### config.mk
export PLATFORM = sky130hd
export DESIGN_NAME = ci32alu_back
export DESIGN_NICKNAME = d
export VERILOG_FILES = /design/src/hw/rtl/assert_macros.svh /design/src/hw/rtl/ci32alu_pkg.sv /design/src/hw/rtl/ci32alu_back.sv
export SDC_FILE = /design/constraint.sdc
export NUM_CORES = 1
export LEC_CHECK = 0
export BUFFER_PORTS_ARGS = -buffer_cell sky130_fd_sc_hd__clkbuf_2
export CORE_MARGIN = 2
export CORE_UTILIZATION = 29
export CTS_CLUSTER_DIAMETER = 120
export CTS_CLUSTER_SIZE = 8
export DETAILED_ROUTE_END_ITERATION = 7
export PLACE_DENSITY = 0.6
export SLEW_MARGIN = 20
export SYNTH_ARGS = -nofsm -noshare
export SYNTH_HDL_FRONTEND = slang
export SYNTH_SLANG_ARGS = --single-unit
### constraint.sdc
create_clock -name clk_i -period 1.54 [get_ports clk_i]
set_input_delay 0.308 -clock clk_i [delete_from_list [all_inputs] [get_ports clk_i]]
set_output_delay 0.308 -clock clk_i [all_outputs]
set_load 0.1 [all_outputs]
### src/hw/rtl/assert_macros.svh
// ----------------------------------------------------------------------------
// assert_macros.svh
// Assertion helpers clocked on clk_i and disabled while rst_ni is low.
// ----------------------------------------------------------------------------
`ifndef ASSERT_MACROS_SVH
`define ASSERT_MACROS_SVH

// Property checked at every rising edge outside reset.
`define CI_ASSERT(name, prop, msg) \
  name: assert property (@(posedge clk_i) disable iff (!rst_ni) (prop)) else $error(msg);

// Implication: cond holds, then prop holds in the same cycle.
`define CI_ASSERT_IMP(name, cond, prop, msg) \
  name: assert property (@(posedge clk_i) disable iff (!rst_ni) (cond) |-> (prop)) \
    else $error(msg);

`endif

### src/hw/rtl/ci32alu_pkg.sv
// ----------------------------------------------------------------------------
// ci32alu_pkg
// Shared widths, codes and the word type of the checked integer ALU.
// ----------------------------------------------------------------------------
`default_nettype none

package ci32alu_pkg;

  localparam int unsigned DATA_WIDTH = 32;

  localparam logic [1:0] KIND_ADD = 2'd0;
  localparam logic [1:0] KIND_SUB = 2'd1;
  localparam logic [1:0] KIND_MUL = 2'd2;
  localparam logic [1:0] KIND_DIV = 2'd3;

  localparam logic [1:0] ST_OK    = 2'd0;
  localparam logic [1:0] ST_OVER  = 2'd1;
  localparam logic [1:0] ST_UNDER = 2'd2;
  localparam logic [1:0] ST_DIVZ  = 2'd3;

  localparam logic [DATA_WIDTH-1:0] POS_LIMIT = {1'b0, {(DATA_WIDTH-1){1'b1}}};

  // One word in flight. Non-divide words carry their final value and status;
  // divide words carry the restoring-divider state.
  typedef struct packed {
    logic                  is_div;
    logic [DATA_WIDTH-1:0] value;
    logic [1:0]            status;
    logic [DATA_WIDTH-1:0] rem;
    logic [DATA_WIDTH-1:0] quo;
    logic [DATA_WIDTH-1:0] dvs;
    logic                  qneg;
  } word_t;

endpackage

`default_nettype wire

### src/hw/rtl/ci32alu_back.sv
// ----------------------------------------------------------------------------
// ci32alu_back
// Output register: signs the quotient and flags the one divide overflow.
// ----------------------------------------------------------------------------
`default_nettype none

module ci32alu_back (
  input  wire logic                          clk_i,
  input  wire logic                          rst_ni,
  input  wire logic                          valid_i,
  output logic                               ready_o,
  input  wire ci32alu_pkg::word_t            word_i,
  output logic                               valid_o,
  output logic [ci32alu_pkg::DATA_WIDTH-1:0] value_o,
  output logic [1:0]                         status_o,
  input  wire logic                          ready_i
);
  import ci32alu_pkg::*;

  localparam int unsigned W = DATA_WIDTH;

  logic         valid_q;
  logic [W-1:0] value_q, value_d;
  logic [1:0]   status_q, status_d;

  assign ready_o = !valid_q || ready_i;

  always_comb begin
    value_d  = word_i.value;
    status_d = word_i.status;
    if (word_i.is_div) begin
      if (word_i.qneg) begin
        value_d = ~word_i.quo + 1'b1;
      end else if (word_i.quo > POS_LIMIT) begin
        value_d  = '0;
        status_d = ST_OVER;
      end else begin
        value_d = word_i.quo;
      end
    end
  end

  always_ff @(posedge clk_i or negedge rst_ni) begin
    if (!rst_ni) begin
      valid_q <= 1'b0;
    end else if (ready_o) begin
      valid_q <= valid_i;
    end
  end

  always_ff @(posedge clk_i) begin
    if (ready_o) begin
      value_q  <= value_d;
      status_q <= status_d;
    end
  end

  assign valid_o  = valid_q;
  assign value_o  = value_q;
  assign status_o = status_q;

endmodule

`default_nettype wire

== Yosys cells after proc, flatten, opt, wreduce, memory -nomap -nowiden ==
Cells that the tools add are included.

* Muxes and demuxes: 6
* $lt $le $gt $ge: 1
* $add $sub $neg: 1
* Reductions and logical operators: 2
* Bitwise operators: 1

{| class="wikitable"
|+ Operator list
! operator !! number
|-
| 2-to-1 mux 32 bit || 3
|-
| adder 32 x 1 -> 32 bit, second input constant || 1
|-
| > comparator 32 x 31 -> 1 bit, second input constant || 1
|-
| NOT 32 bit || 1
|-
| 2-to-1 mux 2 bit || 3
|-
| logical NOT 1 bit || 1
|-
| logical OR 1 bit || 1
|}

* Input bits: 136
* Register bits: 35
* Logic and storage cells: 14

== Logic depth before layout (Yosys ltp) ==
* Depth in word-level cells: 4
* Mapped depth: 8
* Depth with buffers taken out: 7

== Least setup slack after synthesis ==
Ideal clock, no wire load.

* Path type: reg-to-reg
* Start: register valid_q, in the netlist valid_o
* End: register status_q[0], in the netlist status_o[0] (enable)
* Arrival: 2.285 ns
* Path slack: -1.459 ns
* Clock period less this slack: 2.999 ns
* Cell stages (with the launch flop): 2
* Cell sequence: dfrtp_1 nand2b_1

* Word-level cells in the longest chain between the ends: 2

{| class="wikitable"
|+ Ends and longest elaborated chain
! what !! line !! text
|-
| start, declared || ci32alu_back.sv:22 || <nowiki>logic valid_q;</nowiki>
|-
| start signal, assigned || ci32alu_back.sv:47 || <nowiki>valid_q <= valid_i;</nowiki>
|-
| logical NOT 1 bit || ci32alu_back.sv:26 || <nowiki>assign ready_o = !valid_q || ready_i;</nowiki>
|-
| logical OR 1 bit || ci32alu_back.sv:26 ||
|-
| net ready_o || ci32alu_back.sv:11 || <nowiki>output logic ready_o,</nowiki>
|-
| end signal, assigned || ci32alu_back.sv:54 || <nowiki>status_q <= status_d;</nowiki>
|-
| end, declared || ci32alu_back.sv:24 || <nowiki>logic [1:0] status_q, status_d;</nowiki>
|}

The timed path passes the listed nets, and every way through them passes these cells.
A chain may end at the register's enable or synchronous reset.

== Worst setup path after layout ==
* Start: input word_i[35] (netlist bit)
* End: register value_q[13], in the netlist value_o[13], data pin

* Word-level cells in the longest chain between the ends: 4
* Elaborated cells between the ends (all ways): 6
* Those cells by class: add/sub: 1; order compare: 1; mux: 3; bitwise: 1

{| class="wikitable"
|+ Ends and longest elaborated chain
! what !! line !! text
|-
| start, declared || ci32alu_back.sv:12 || <nowiki>input wire ci32alu_pkg::word_t word_i,</nowiki>
|-
| > comparator 32 x 31 -> 1 bit / NOT 32 bit (equally long branches) || ci32alu_back.sv:34, ci32alu_back.sv:33 ||
|-
| 2-to-1 mux 32 bit / adder 32 x 1 -> 32 bit (equally long branches) || ci32alu_back.sv:34, ci32alu_back.sv:33 ||
|-
| 2-to-1 mux 32 bit (*) || ci32alu_back.sv:32 || <nowiki>if (word_i.qneg) begin</nowiki>
|-
| 2-to-1 mux 32 bit (*) || ci32alu_back.sv:31 || <nowiki>if (word_i.is_div) begin</nowiki>
|-
| net value_d[13] || ci32alu_back.sv:23 || <nowiki>logic [W-1:0] value_q, value_d;</nowiki>
|-
| end signal, assigned || ci32alu_back.sv:53 || <nowiki>value_q <= value_d;</nowiki>
|-
| end, declared || ci32alu_back.sv:23 ||
|}

Mark *: on every way through the listed nets, which the timed path passes. The rest lies on a longest branch.

==> results.cfg <==
[detailed_routing]
drt-initial-drc-count = 146
finalWirelength_mm = 8.64
viasPerCell = 5.10
via_count = 2847
drtPass1Iterations = 4
final_antenna_net_count = 0
remaining_drc_errors = 0
wl_per_cell_um = 15.5

[cts]
ctsHtreeMaxLevel = 2
clockRootBuffer = clkbuf_8
clk_latency_ns = 0.30
cts_tree = done
clock_path_buffers = 2
numCtsBuffers = 5
cts_num_sinks = 35
clkTransAtPathRegs_ns = 0.08

[sta]
finalCritPeriodShare = 1.32
setup_viol = 27
fin_skew_ns = 0.00458
hold_slack_ns = 0.196
fin_setup_tns_ns = -10.01
relSlewSlack = 0.636
rsz0062_at_grt = true
max_freq_ghz = 0.493
fin_ws_ns = -0.490
min_period_ns = 2.03
worst_slew_pin_slew_ns = 0.549
hold_viol = 0
maxSlewViolCount = 0

[cells_and_area]
nets = 589
final_common_cell = clkbuf_2
syn2layout_area_growth_pct = 75.3
final_cell_mix = 99 x clkbuf_2, 80 x buf_4, 34 x edfxtp_1, 32 x nor2_1, 15 x a21oi_1
ff_latch_area_mm2 = 0.00105
fin_area_mm2 = 0.00421
drive_above_1_share = 0.561
nFillCells = 772
num_antenna_cells = 0
multi_input_area_mm2 = 0.00154

[setup_path]
start_kind = input port
arrival_ns = 2.08
cp-end-kind = register
path_max_fanout = 7
critPathKind = in -> reg
cp.required_ns = 1.59

[synth]
ys_ff_latch = 35
synth_cell_type_count = 52
postSynthAreaPerCell_um2 = 9.07
synthFlopType = edfxtp_1
syn-cell-area_mm2 = 0.00240
ys_warn_count = 0
syn_inst = 265
synth_top_cell_area_share = 0.425
synth_nets = 402
async_flop_share = 0.0286
synth_top_cell_by_area = edfxtp_1
synth.area.top_cells = edfxtp_1 43%, nor2_1 5.5%, a21oi_1 3.8%, nor3_1 3.1%, o21ai_0 2.9%
ys_seq_area_frac = 0.435
synth_edf_count = 34

[placed_design]
dp_hpwl_mm = 6.41
postPlaceCellArea_mm2 = 0.00365
place_congestion = 0.878
port_buffers = 107

[die]
io_pins = 172
die-area_mm2 = 0.00903
rows = 33
coreArea_mm2 = 0.00813
die_h_um = 95.0
fp.dieW_um = 95.0
initial_utilization = 0.295

[global_route]
met1_usage = 0.255
grt_pass1_wl_mm = 13.3
grtUsageTotal = 0.191
antenna_found_initial = 0
top_usage_layer = met2
grt_max_degree = 22
globalRouteMet3Util = 0.0340
met2_usage = 0.321
grt_overflow_total = 0
grt_pass1_vias = 2711

[job]
drv_cap = 0

[status]
status = finished, violations left
violations = setup timing

[pwr]
p_per_area_mw_per_mm2 = 774
p_leak_nw = 1.92
ir_drop_v = 0.000419

[min_path]
min_path_type = in -> reg
flip-flops by register name, summed over array words and instances, names as in the netlist:
register  count
status_o      2
valid_o       1
value_o      32
through the flow:
step	util	worst slack [ns]	power, W	instances
2_1_floorplan	-	-0.647	0.00210	265
3_3_place_gp	0.449	-0.820	0.00251	528
3_5_place_dp	0.449	-0.864	0.00251	528
4_1_cts	0.478	-0.490	0.00322	541
5_1_grt	0.518	-0.546	0.00340	558
6_report	0.518	-0.490	0.00326	558
final cells by class:
cell class,instances,share of cell area
Tap cell,105,0.0312
Timing Repair Buffer,199,0.324
Clock buffer,5,0.0163
Sequential cell,35,0.249
Clock inverter,3,0.00357
Inverter,8,0.0113
Multi-Input combinational cell,203,0.365
where the power goes:
group	leakage, nW	switching, W	internal (W)
sequential	0.356	0.0000264	0.00116
combinational	1.51	0.00101	0.000385
clock	0.0477	0.000371	0.000310
layer usage:
layer	part of all wire	wire length [um]
met1	0.46	3940
met2	0.48	4140
met3	0.057	493
met4	0.0079	68
met5	0	0
worst max-delay path, cell delays in order:
cell     delay (ns)
buf_6          0.09
or4_4          0.54
or4_4          0.63
buf_4          0.20
nor2_4         0.09
xor2_1         0.15
o21ai_1        0.07
Yosys cell counts, types with 4 or more instances:
| master | instances |
|---|---|
| o21ai_0 | 14 |
| o31ai_1 | 4 |
| nor2_1 | 35 |
| clkbuf_1 | 15 |
| nand2_1 | 12 |
| and3_1 | 10 |
| a31oi_1 | 9 |
| nor3_1 | 15 |
| xor2_1 | 5 |
| edfxtp_1 | 34 |
| inv_1 | 7 |
| or3_1 | 10 |
| nand3_1 | 7 |
| a21oi_1 | 18 |
| nor4_1 | 6 |
| o311ai_0 | 4 |
kinds of logic after synthesis:
kind of cell    count (synthesis)  share of synthesized area
xor+xnor                        6                     0.0219
flops                          35                      0.435
mux                             3                     0.0130
fa+ha+maj                       1                    0.00521
compound gates                 77                      0.216
simple gates                  116                      0.259
buf+inv                        27                     0.0495
worst paths after layout:
kind                                           from                     to  slack (ns)  cells past startpoint
worst max-delay path                     word_i[35]  value_o[13]$_DFFE_PP_       -0.49                      7
min in group asynchronous                    rst_ni    valid_o$_DFFE_PN0P_        0.32                      2
worst min-delay path                        valid_i    valid_o$_DFFE_PN0P_        0.20                      2
worst max register to register  valid_o$_DFFE_PN0P_   value_o[3]$_DFFE_PP_        0.27                      3
worst min register to register  valid_o$_DFFE_PN0P_    valid_o$_DFFE_PN0P_        0.67                      2
max in group asynchronous                    rst_ni    valid_o$_DFFE_PN0P_        1.13                      2
repair_timing:
action                                  4_1_cts  5_1_grt
hold buffers                                  1        0
endpoints found under the hold margin         1        0
resized for setup                            24       49
setup buffers                                 5       18
endpoints found under the setup margin       26       28
pin swaps                                    16       29
Power figures use the tool's default switching activity.
