--- src/hw/rtl/assert_macros.svh ---
// ----------------------------------------------------------------------------
// assert_macros.svh
// Assertion helpers clocked on clk_i and disabled while rst_ni is low.
// ----------------------------------------------------------------------------
`ifndef ASSERT_MACROS_SVH
`define ASSERT_MACROS_SVH

// Property checked at every rising edge outside reset.
`define CI_ASSERT(name, prop, msg) \
  name: assert property (@(posedge clk_i) disable iff (!rst_ni) (prop)) else $error(msg);

// Implication: cond holds, then prop holds in the same cycle.
`define CI_ASSERT_IMP(name, cond, prop, msg) \
  name: assert property (@(posedge clk_i) disable iff (!rst_ni) (cond) |-> (prop)) \
    else $error(msg);

`endif

--- src/hw/rtl/ci32alu_pkg.sv ---
// ----------------------------------------------------------------------------
// ci32alu_pkg
// Shared widths, codes and the word type of the checked integer ALU.
// ----------------------------------------------------------------------------
`default_nettype none

package ci32alu_pkg;

  localparam int unsigned DATA_WIDTH = 32;

  localparam logic [1:0] KIND_ADD = 2'd0;
  localparam logic [1:0] KIND_SUB = 2'd1;
  localparam logic [1:0] KIND_MUL = 2'd2;
  localparam logic [1:0] KIND_DIV = 2'd3;

  localparam logic [1:0] ST_OK    = 2'd0;
  localparam logic [1:0] ST_OVER  = 2'd1;
  localparam logic [1:0] ST_UNDER = 2'd2;
  localparam logic [1:0] ST_DIVZ  = 2'd3;

  localparam logic [DATA_WIDTH-1:0] POS_LIMIT = {1'b0, {(DATA_WIDTH-1){1'b1}}};

  // One word in flight. Non-divide words carry their final value and status;
  // divide words carry the restoring-divider state.
  typedef struct packed {
    logic                  is_div;
    logic [DATA_WIDTH-1:0] value;
    logic [1:0]            status;
    logic [DATA_WIDTH-1:0] rem;
    logic [DATA_WIDTH-1:0] quo;
    logic [DATA_WIDTH-1:0] dvs;
    logic                  qneg;
  } word_t;

endpackage

`default_nettype wire

--- src/hw/rtl/ci32alu_cell.sv ---
// ----------------------------------------------------------------------------
// ci32alu_cell
// One restoring-divide step per cell; non-divide words pass unchanged.
// ----------------------------------------------------------------------------
`default_nettype none

module ci32alu_cell (
  input  wire logic               clk_i,
  input  wire logic               rst_ni,
  input  wire logic               valid_i,
  output logic                    ready_o,
  input  wire ci32alu_pkg::word_t word_i,
  output logic                    valid_o,
  output ci32alu_pkg::word_t      word_o,
  input  wire logic               ready_i
);
  import ci32alu_pkg::*;

  localparam int unsigned W = DATA_WIDTH;

  logic       valid_q;
  word_t      word_q, word_d;
  logic [W:0] trial, diff;

  assign ready_o = !valid_q || ready_i;

  always_comb begin
    word_d = word_i;
    trial  = {word_i.rem, word_i.quo[W-1]};
    diff   = trial - {1'b0, word_i.dvs};
    if (word_i.is_div) begin
      if (!diff[W]) begin
        word_d.rem = diff[W-1:0];
        word_d.quo = {word_i.quo[W-2:0], 1'b1};
      end else begin
        word_d.rem = trial[W-1:0];
        word_d.quo = {word_i.quo[W-2:0], 1'b0};
      end
    end
  end

  always_ff @(posedge clk_i or negedge rst_ni) begin
    if (!rst_ni) begin
      valid_q <= 1'b0;
    end else if (ready_o) begin
      valid_q <= valid_i;
    end
  end

  always_ff @(posedge clk_i) begin
    if (ready_o) begin
      word_q <= word_d;
    end
  end

  assign valid_o = valid_q;
  assign word_o  = word_q;

endmodule

`default_nettype wire

--- config.mk ---
export PLATFORM = sky130hd
export DESIGN_NAME = ci32alu_cell
export DESIGN_NICKNAME = d
export VERILOG_FILES = /design/src/hw/rtl/assert_macros.svh /design/src/hw/rtl/ci32alu_pkg.sv /design/src/hw/rtl/ci32alu_cell.sv
export SDC_FILE = /design/constraint.sdc
export NUM_CORES = 1
export LEC_CHECK = 0
export BUFFER_PORTS_ARGS = -buffer_cell sky130_fd_sc_hd__buf_2
export CORE_MARGIN = 2
export CORE_UTILIZATION = 45
export DETAILED_ROUTE_END_ITERATION = 16
export PLACE_DENSITY = 0.74
export RECOVER_POWER = 50
export SYNTH_ARGS = -nofsm -noshare
export SYNTH_HDL_FRONTEND = slang
export SYNTH_SLANG_ARGS = --single-unit
--- constraint.sdc ---
create_clock -name clk_i -period 6.6 [get_ports clk_i]
set_clock_uncertainty 0.2 [all_clocks]
set_input_delay 0.66 -clock clk_i [delete_from_list [all_inputs] [get_ports clk_i]]
set_output_delay 0.66 -clock clk_i [all_outputs]
set_load 0.1 [all_outputs]
After elaboration in Yosys (flattened, before gate mapping). Cells that the tools add are included.

Reductions and logical operators: 2. Mux-type cells: 2. $add $sub $neg: 1.

Operators with widths (number): $mux 64 (2); $sub 33x32->33 (1); $logic_not 1->1 (1); $logic_or 1x1->1 (1).

Output and inout port bits: 134. Bits in registers: 133. Logic and storage cells: 13. Input port bits: 136.

Longest topological paths before layout. Gate-level depths: netlist of the first run.

Word-level depth: 3. Gate-level depth with buffers: 13. Gate-level depth less buffers: 12.

Least setup slack after synthesis of the first run. Ideal clock, no wire load.

Path type: register -> register. Start: register valid_q, in the netlist valid_o. End: register word_q (netlist bit word_o[0]), enable pin. Stages on the path, launching flop included: 2. Path buffers: 0. Required time: 5.025 ns. Path slack: 1.082 ns. Arrival: 3.943 ns. Library setup time: 1.375 ns. Clock period less this slack: 5.518 ns. Cell sequence: dfrtp_1 -> nand2b_1.

Word-level cells in the longest chain between the ends: 2.

RTL lines: start: declaration (line ci32alu_cell.sv:21) `logic valid_q;`; start signal: assignment (line ci32alu_cell.sv:46) `valid_q <= valid_i;`; $logic_not 1->1 (line ci32alu_cell.sv:25) `assign ready_o = !valid_q || ready_i;`; $logic_or 1x1->1 (line ci32alu_cell.sv:25); via ready_o (line ci32alu_cell.sv:11) `output logic ready_o,`; end signal: assignment (line ci32alu_cell.sv:52) `word_q <= word_d;`; end: declaration (line ci32alu_cell.sv:22) `word_t word_q, word_d;`.

The timed path passes the listed nets, and every way through them passes these cells. A chain may end at the register's enable or synchronous reset.

Final worst setup path of the first run.
Start: register valid_q, in the netlist valid_o. End: register word_q (netlist bit word_o[24]), enable pin.

Word-level cells in the longest chain between the ends: 2.

RTL lines (line): $logic_not 1->1 (ci32alu_cell.sv:25); $logic_or 1x1->1 (ci32alu_cell.sv:25).

No other way between the ends.

==> results of run 1 <==
## Yosys cell counts, types with 4 or more instances
| library cell | n |
|---|---|
| a31oi_1 | 4 |
| clkbuf_1 | 11 |
| xnor2_1 | 18 |
| nor3_1 | 5 |
| edfxtp_1 | 132 |
| mux2i_1 | 23 |
| nand2b_1 | 5 |
| mux2_2 | 31 |
| nand2_1 | 30 |
| ha_1 | 32 |
| or3_1 | 4 |
| nand4_1 | 4 |
| nor2b_1 | 4 |
| inv_1 | 38 |
| a21oi_1 | 49 |
| o211ai_1 | 5 |
| a21o_1 | 22 |
| and3_1 | 5 |
| xor2_1 | 11 |
| a21oi_2 | 4 |
| o21ai_1 | 7 |
| o21ai_0 | 16 |
| nor2_1 | 48 |
| buf_2 | 4 |
## critical path, delay by kind of cell, from the launching register on
family,cells,cell delay [ps]
and+or+nand+nor,1,990
DFF,1,380
buffers and inverters,2,2720
## routing by layer
metal	track usage	wire, µm	vias to the layer above
li1	-	-	2667
met2	0.374	9220	211
met5	0	22	-
met3	0.0632	1430	21
met1	0.256	7390	2565
met4	0.0639	267	2
## flip-flops by register name, summed over array words and instances, names as in the netlist
| register | cells |
|---|---|
| word_o | 132 |
| valid_o | 1 |
## how the worst min path moves through the flow
stage | start | cells past startpoint | end | slack (ps)
2_1_floorplan | rst_ni | 0 | valid_o$_DFFE_PN0P_ | 160
3_3_place_gp | rst_ni | 1 | valid_o$_DFFE_PN0P_ | 230
3_5_place_dp | rst_ni | 1 | valid_o$_DFFE_PN0P_ | 240
4_1_cts | word_i[122] | 1 | word_o[122]$_DFFE_PP_ | 200
5_1_grt | word_i[122] | 1 | word_o[122]$_DFFE_PP_ | 200
6_report | word_i[127] | 1 | word_o[127]$_DFFE_PP_ | 210
## cell type report
type	instances	area, µm²
Tap cell	211	264
Inverter	39	146
Multi-Input combinational cell	377	2800
Timing Repair Buffer	274	1280
Fill cell	1280	6160
Sequential cell	133	3990
Clock inverter	13	173
Clock buffer	19	443
## cells by family after synthesis
group                    synth area share
buffers and inverters              0.0348
AO/OA/AOI/OAI                       0.133
adder cells (fa/ha/maj)            0.0597
AND/OR/NAND/NOR                    0.0766
flip-flops                          0.567
XOR/XNOR                           0.0400
multiplexers                       0.0887
## through the flow
step	power (mW)	instance area [µm²]	utilization	cells	hold WS, ps
3_5_place_dp	2.07	8590	0.563	1033	240
5_1_grt	3.14	9100	0.597	1066	197
2_1_floorplan	1.90	7040	-	568	164
4_1_cts	3.06	9210	0.604	1066	203
3_3_place_gp	2.07	8590	0.563	1033	235
6_report	3.04	9100	0.597	1066	213
## timing repair
action / in CTS / in global routing
hold buffers: 1 / 0
setup endpoints to repair: 0 / 0
hold endpoints to repair: 1 / 0
## report_power, final
part / switching [mW] / internal (mW) / total, mW
Sequential: 0.0185 / 1.03 / 1.04
Clock: 0.380 / 0.610 / 0.989
Combinational: 0.794 / 0.211 / 1.01
==> results.sh, run 1 <==
export IMPL_async_flop_share=0.00752
export IMPL_drive_above_1_share=0.319
export IMPL_path_cells="nand2b_1 -> clkbuf_1 -> buf_4"
export IMPL_regToRegEndpoint="word_o[24]$_DFFE_PP_"
export IMPL_rsz0062_at_grt="no"
export IMPL_final_common_cell="buf_2"
export IMPL_yosysTopAreaCell="edfxtp_1"
export IMPL_dpl_hpwl_um=13900
export IMPL_die_width_um=129
export IMPL_mostFrequentLayoutCells="buf_2, edfxtp_1, clkbuf_1"
export IMPL_routabilityCongestion=0.852
export IMPL_drv_slew=92
export IMPL_period_minus_slack_ps=4750
export IMPL_synthCells=568
export IMPL_grt_pass1_vias=5273
export IMPL_drt_iter0_markers=253
export IMPL_core_area_mm2=0.0153
export IMPL_post_cts_resized=0
export IMPL_crit_path_start="valid_o$_DFFE_PN0P_"
export IMPL_fin_setup_tns_ps=0
export IMPL_grt_max_degree=56
export IMPL_timing_critical_path_to="word_o[24]$_DFFE_PP_"
export IMPL_drc=0
export IMPL_rows=45
export IMPL_setup_slack_ps=1850
export IMPL_clockBufferDepth=2
export IMPL_seq_area_frac_synth=0.567
export IMPL_critical_path_required_ps=6450
export IMPL_htreeDepth=4
export IMPL_routed_wl_um=18300
export IMPL_worstMarginPinSlew_ps=2580
export IMPL_r2r_setup_slack_ps=1850
export IMPL_synth_seq_cells=133
export IMPL_critPathMaxStageDelay_ps=1900
export IMPL_violations="max-capacitance violations, max-slew violations"
export IMPL_synthTopCellsByArea="edfxtp_1, ha_1, mux2_2, a21oi_1, mux2i_1"
export IMPL_slew_headroom=-0.719
export IMPL_portBuffers=269
export IMPL_synth_top_cell_area_share=0.563
export IMPL_nets=1011
export IMPL_crit_path_start_kind="flop"
export IMPL_io_pins=270
export IMPL_rr_startpoint="valid_o$_DFFE_PN0P_"
export IMPL_diodes=0
export IMPL_end_kind="flop"
export IMPL_numCtsBuffers=17
export IMPL_cap_violations=2
export IMPL_die_area_mm2=0.0167
export IMPL_postCtsSetupRepairBufs=0
export IMPL_grt_usage=0.214
export IMPL_synth_distinct_cells=61
export IMPL_drtAntennaViolNets=0
export IMPL_cts_tree="built"
export IMPL_cts_sinks=133
export IMPL_hold_viol=0
export IMPL_grt_pass1_wl_um=27000
export IMPL_overflow=0
export IMPL_path_clk_slew_ps=60
export IMPL_cts_root_buf="clkbuf_16"
export IMPL_wl_per_cell_um=17.2
export IMPL_power_leakage_nw=3.95
export IMPL_dp_slack_ps=2160
export IMPL_via_per_inst=5.13
export IMPL_crit_fanout=55
export IMPL_powerDensity_mw_per_mm2=334
export IMPL_vias=5466
export IMPL_avgSynthCellArea_um2=12.4
export IMPL_syn_cell_area_mm2=0.00704
export IMPL_max_freq_ghz=0.211
export IMPL_synth_fp_nets=737
export IMPL_synth_edf_count=132
export IMPL_start_util=0.461
export IMPL_cp_arrival_ps=4590
export IMPL_area_delta_synth_final_pct=29.4
export IMPL_yosys_most_used_dff="edfxtp_1"
export IMPL_cp_slowest_cell="clkbuf_1"
export IMPL_outcome="finished with violations"
export IMPL_fin_crit_sh=0.719
export IMPL_peakVddDrop_mv=0.157
export IMPL_min_path_type="input pin to flop"
export IMPL_yosys_warnings=0
export IMPL_setup_viol=0
export IMPL_insertion_delay_ps=420
export IMPL_crit_type="flop to flop"
export IMPL_antenna_found_initial=0
export IMPL_first_pass_iters=5
export IMPL_fp_dieH_um=129
export IMPL_rr_worst_depth=3
No activity file was read; power rests on OpenSTA's default activity.
==> run 2, diff against run 1 <==
PLACE_DENSITY = 0.77   (was 0.74)
clock period = 4.1 ns   (was 6.6 ns; I/O delays follow)
==> run 2 against run 1 <==
  * The flow still finishes with violations (max-capacitance violations, max-slew violations)
  * Register-to-register slack better by 220 ps
  * Setup slack worse by 1500 ps
  * Clock-buffer cell count fell by 2
  * First-iteration DRC count up 37%
  * Cell count rose by 6.2%
  * Non-clock buffer count grew 66
  * Sequential cell count stayed put
  * Core utilization up 4.1 points
  * Sequential power grew 62%
  * Clock power is 47% higher
  * Largest power group unchanged
==> results.sh, run 2 (synthesized netlist as in run 1, its figures left out) <==
export IMPL_outcome="finished with violations"
export IMPL_violations="max-capacitance violations, max-slew violations"
export IMPL_insertion_delay_ps=420
export IMPL_dp_slack_ps=555
export IMPL_slew_headroom=-0.361
export IMPL_drv_slew=44
export IMPL_mostFrequentLayoutCells="buf_2, edfxtp_1, clkbuf_1"
export IMPL_portBuffers=269
export IMPL_multi_input_area_mm2=0.00281
export IMPL_crit_fanout=26
export IMPL_die_width_um=129
export IMPL_cts_sinks=133
export IMPL_rsz0062_at_grt="no"
export IMPL_vias=5808
export IMPL_fillers=1226
export IMPL_largest_register_ffs=132
export IMPL_min_path_type="input pin to flop"
export IMPL_setup_viol=0
export IMPL_grt_max_degree=84
export IMPL_rows=45
export IMPL_post_cts_resized=0
export IMPL_grt_usage=0.231
export IMPL_grt_pass1_vias=5741
export IMPL_htreeDepth=4
export IMPL_period_minus_slack_ps=3770
export IMPL_drt_iter0_markers=346
export IMPL_diodes=0
export IMPL_clockBufferDepth=2
export IMPL_peakVddDrop_mv=0.288
export IMPL_wl_per_cell_um=17.5
export IMPL_antenna_found_initial=0
export IMPL_hold_viol=0
export IMPL_finalPower_mw=4.81
export IMPL_overflow=0
export IMPL_p_int_mw=2.83
export IMPL_routed_wl_um=19800
export IMPL_start_util=0.461
export IMPL_power_frac_clock=0.300
export IMPL_final_common_cell="buf_2"
export IMPL_routabilityCongestion=0.839
export IMPL_layout_area_seq_mm2=0.00399
export IMPL_cp_arrival_ps=3660
export IMPL_critical_path_required_ps=3990
export IMPL_fp_dieH_um=129
export IMPL_cap_violations=1
export IMPL_grt_pass1_wl_um=29100
export IMPL_power_leakage_nw=4.19
export IMPL_p_sw_mw=1.98
export IMPL_numCtsBuffers=17
export IMPL_fin_setup_tns_ps=0
export IMPL_fin_crit_sh=0.921
export IMPL_setup_slack_ps=325
export IMPL_drc=0
export IMPL_sw_frac_of_total=0.411
export IMPL_hold_slack_ps=51.9
export IMPL_max_freq_ghz=0.265
export IMPL_pwr_share_seq=0.349
export IMPL_io_pins=270
export IMPL_cts_tree="built"
export IMPL_worstMarginPinSlew_ps=2040
export IMPL_via_per_inst=5.13
export IMPL_path_clk_slew_ps=60
export IMPL_die_area_mm2=0.0167
export IMPL_area_delta_synth_final_pct=38.2
export IMPL_crit_type="input pin to flop"
export IMPL_drive_above_1_share=0.284
export IMPL_end_kind="flop"
export IMPL_drtAntennaViolNets=0
export IMPL_nets=1077
export IMPL_crit_path_start_kind="input pin"
export IMPL_power_frac_comb=0.350
export IMPL_powerDensity_mw_per_mm2=495
export IMPL_first_pass_iters=5
export IMPL_cts_root_buf="clkbuf_16"
export IMPL_core_area_mm2=0.0153
export IMPL_dpl_hpwl_um=13600
[run 2: area by class of cell]
class                      count  share of cell area
sequential                   133               0.410
multi-input combinational    377               0.289
timing repair buffer         340               0.201
clock buffer                  17              0.0437
tap                          211              0.0271
inverter                      39              0.0151
clock inverter                15              0.0140
[run 2: stage by stage]
step	utilization	instance area [µm²]	std cells
2_1_floorplan	-	7040	568
3_3_place_gp	0.564	8610	1033
3_5_place_dp	0.564	8610	1033
4_1_cts	0.645	9850	1132
5_1_grt	0.637	9730	1132
6_report	0.637	9730	1132
[run 2: metal layers]
| metal | track usage | vias to the layer above | wire length, µm |
|---|---|---|---|
| li1 | - | 2802 | - |
| met1 | 0.261 | 2723 | 7820 |
| met2 | 0.409 | 236 | 10000 |
| met3 | 0.0603 | 47 | 1260 |
| met4 | 0.105 | 0 | 670 |
| met5 | 0 | - | 0 |
[run 2: power groups by stage]
stage / clock [mW] / sequential [mW] / combinational, mW
floorplan: 0 / 2.60 / 0.457
global placement: 0 / 1.71 / 1.64
detailed placement: 0 / 1.71 / 1.65
CTS: 1.47 / 1.68 / 1.70
global route: 1.52 / 1.69 / 1.76
finish: 1.45 / 1.68 / 1.68
[run 2: worst paths after layout]
| check | start | to | slack (ps) | cells past startpoint |
|---|---|---|---|---|
| worst max-delay path | word_i[1] | word_o[93]$_DFFE_PP_ | 330 | 14 |
| worst min-delay path | valid_i | valid_o$_DFFE_PN0P_ | 50 | 2 |
| max in group asynchronous | rst_ni | valid_o$_DFFE_PN0P_ | 3520 | 2 |
| worst min register to register | valid_o$_DFFE_PN0P_ | word_o[65]$_DFFE_PP_ | 930 | 1 |
| worst max register to register | valid_o$_DFFE_PN0P_ | word_o[75]$_DFFE_PP_ | 2070 | 2 |
| min in group asynchronous | rst_ni | valid_o$_DFFE_PN0P_ | 90 | 2 |
[run 2: repair_timing]
item | in CTS | in global routing
buffers inserted | 0 | 0
hold endpoints to repair | 67 | 0
hold buffers | 67 | 0
[run 2: critical path, cell delays in order]
cell	delay (ps)
dlygate4sd3_1	530
clkbuf_1	140
ha_1	260
fa_1	410
nand2b_1	190
a21oi_2	240
o21ai_2	110
a21o_4	230
a31oi_4	180
o31a_4	190
xor2_4	180
buf_12	240
mux2i_1	260
a21oi_1	90
==> run 3, diff against run 2 <==
CORE_UTILIZATION = 29   (was 45)
PLACE_DENSITY = 0.56   (was 0.77)
==> run 3 against run 2 <==
  * The run still ends with max-capacitance violations, max-slew violations left
  * Routed wire length about the same
  * Fmax increased by 1.0%
  * Core utilization decreased by 22 points
  * Critical path depth unchanged
  * Cell area increased by 2.1%
  * Sequential power about the same
  * Clock-buffer cell count unchanged
  * Cell count increased by 10%
  * Setup slack improved by 38 ps
  * First-iteration DRC count increased by 2.9%
  * Sequential cell count unchanged
==> results.sh, run 3 (synthesized netlist as in run 1, its figures left out) <==
export IMPL_max_freq_ghz=0.268
export IMPL_regToRegEndpoint="word_o[80]$_DFFE_PP_"
export IMPL_drc=0
export IMPL_setup_viol=0
export IMPL_portBuffers=269
export IMPL_crit_path_start_kind="input pin"
export IMPL_clockBufferDepth=2
export IMPL_insertion_delay_ps=410
export IMPL_end_kind="flop"
export IMPL_slew_headroom=-0.172
export IMPL_cts_tree="built"
export IMPL_powerDensity_mw_per_mm2=493
export IMPL_hold_viol=0
export IMPL_r2r_setup_slack_ps=700
export IMPL_first_pass_iters=4
export IMPL_io_pins=270
export IMPL_largest_register_ffs=132
export IMPL_p_sw_mw=1.99
export IMPL_rows=57
export IMPL_htreeDepth=4
export IMPL_drive_above_1_share=0.319
export IMPL_power_frac_clock=0.312
export IMPL_fp_dieH_um=160
export IMPL_numCtsBuffers=17
export IMPL_grt_max_degree=69
export IMPL_p_int_mw=2.91
export IMPL_routabilityCongestion=0.785
export IMPL_grt_pass1_vias=5873
export IMPL_vias=5711
export IMPL_fin_setup_tns_ps=0
export IMPL_crit_type="input pin to flop"
export IMPL_via_per_inst=4.58
export IMPL_cts_sinks=133
export IMPL_drv_slew=69
export IMPL_nets=1079
export IMPL_top_layer_used="met4"
export IMPL_die_width_um=160
export IMPL_crit_path_start="word_i[1]"
export IMPL_period_minus_slack_ps=3740
export IMPL_drt_met1_wl_um=8390
export IMPL_antenna_found_initial=0
export IMPL_final_common_cell="buf_2"
export IMPL_die_area_mm2=0.0255
export IMPL_start_util=0.293
export IMPL_power_frac_comb=0.344
export IMPL_sw_frac_of_total=0.406
export IMPL_fin_crit_sh=0.911
export IMPL_mostFrequentLayoutCells="buf_2, edfxtp_1, dlygate4sd3_1"
export IMPL_pwr_share_seq=0.343
export IMPL_grt_usage=0.154
export IMPL_rr_startpoint="valid_o$_DFFE_PN0P_"
export IMPL_outcome="finished with violations"
export IMPL_area_delta_synth_final_pct=41.1
export IMPL_cp_arrival_ps=3640
export IMPL_post_cts_resized=0
export IMPL_wl_per_cell_um=15.8
export IMPL_violations="max-capacitance violations, max-slew violations"
export IMPL_power_leakage_nw=4.29
export IMPL_finish_utilization=0.413
export IMPL_dpl_hpwl_um=14300
export IMPL_routed_wl_um=19800
export IMPL_peakVddDrop_mv=0.214
export IMPL_overflow=0
export IMPL_routed_wl_met3_um=1250
export IMPL_path_clk_slew_ps=60
export IMPL_critical_path_required_ps=4010
export IMPL_rr_worst_depth=2
export IMPL_dr_wl_met2_um=9850
export IMPL_worstMarginPinSlew_ps=1760
export IMPL_core_area_mm2=0.0240
export IMPL_diodes=0
export IMPL_rsz0062_at_grt="no"
export IMPL_min_path_type="input pin to async pin"
export IMPL_cap_violations=1
export IMPL_drt_iter0_markers=356
export IMPL_cts_root_buf="clkbuf_16"
export IMPL_timing_critical_path_to="word_o[71]$_DFFE_PP_"
export IMPL_drtAntennaViolNets=0
export IMPL_grt_pass1_wl_um=31000
export IMPL_crit_fanout=30
-- run 3: cell types whose count changed in the layout (fill, tap and decap cells not counted), moves of 2 or more --
cell,before,now
inv_6,7,5
buf_2,178,209
clkbuf_1,91,59
buf_4,1,3
-- run 3: final cells by class --
class                   instances  area [µm²]
fillers                      2376       14100
flip-flops and latches        133        3990
multi-input cells             377        2800
repair buffers                342        2000
clock buffers                  17         425
well taps                     324         405
clock inverters                15         163
inverters                      39         146
-- run 3: routing by layer --
metal | vias to the layer above | GRT usage
met1 | 2675 | 0.180
met3 | 19 | 0.0426
met4 | 0 | 0.0467
met5 | - | 0
met2 | 210 | 0.273
li1 | 2807 | -
-- run 3: worst min-delay path by stage --
stage                     slack (ps)  startpoint  cells past startpoint             endpoint
after floorplan                  -90      rst_ni                      0  valid_o$_DFFE_PN0P_
after global placement           -10      rst_ni                      1  valid_o$_DFFE_PN0P_
after detailed placement         -10      rst_ni                      1  valid_o$_DFFE_PN0P_
after CTS                         20   word_i[2]                      1  word_o[2]$_DFFE_PP_
after global routing              70      rst_ni                      2  valid_o$_DFFE_PN0P_
final                             80      rst_ni                      2  valid_o$_DFFE_PN0P_
-- run 3: timing repair --
item                      CTS  global route
hold buffers               68             0
hold endpoints to repair   68             0
setup buffers               0             0
-- run 3: critical path: stages --
cell	delay (ps)
dlygate4sd3_1	540
clkbuf_1	120
ha_1	240
fa_1	430
nand2b_1	200
a21oi_2	240
o21ai_2	110
a21o_4	230
a31oi_4	190
o31a_4	190
xor2_4	180
buf_12	250
mux2i_1	220
a21oi_1	80
-- run 3: stage by stage --
stage	area, µm²	setup slack (ps)	instances	hold WS [ps]	total power [mW]
2_1_floorplan	7040	359	568	-85.6	3.05
3_3_place_gp	8760	514	1147	-13.6	3.36
3_5_place_dp	8760	452	1147	-14.2	3.36
4_1_cts	10000	334	1247	17.7	4.98
5_1_grt	9930	105	1247	74.9	5.10
6_report	9930	364	1247	77.0	4.90
-- run 3: power groups by stage --
stage	Combinational [mW]	Clock (mW)	Sequential, mW
finish	1.69	1.53	1.68
CTS	1.71	1.59	1.68
global placement	1.65	0	1.71
floorplan	0.457	0	2.60
detailed placement	1.66	0	1.71
global route	1.78	1.63	1.69
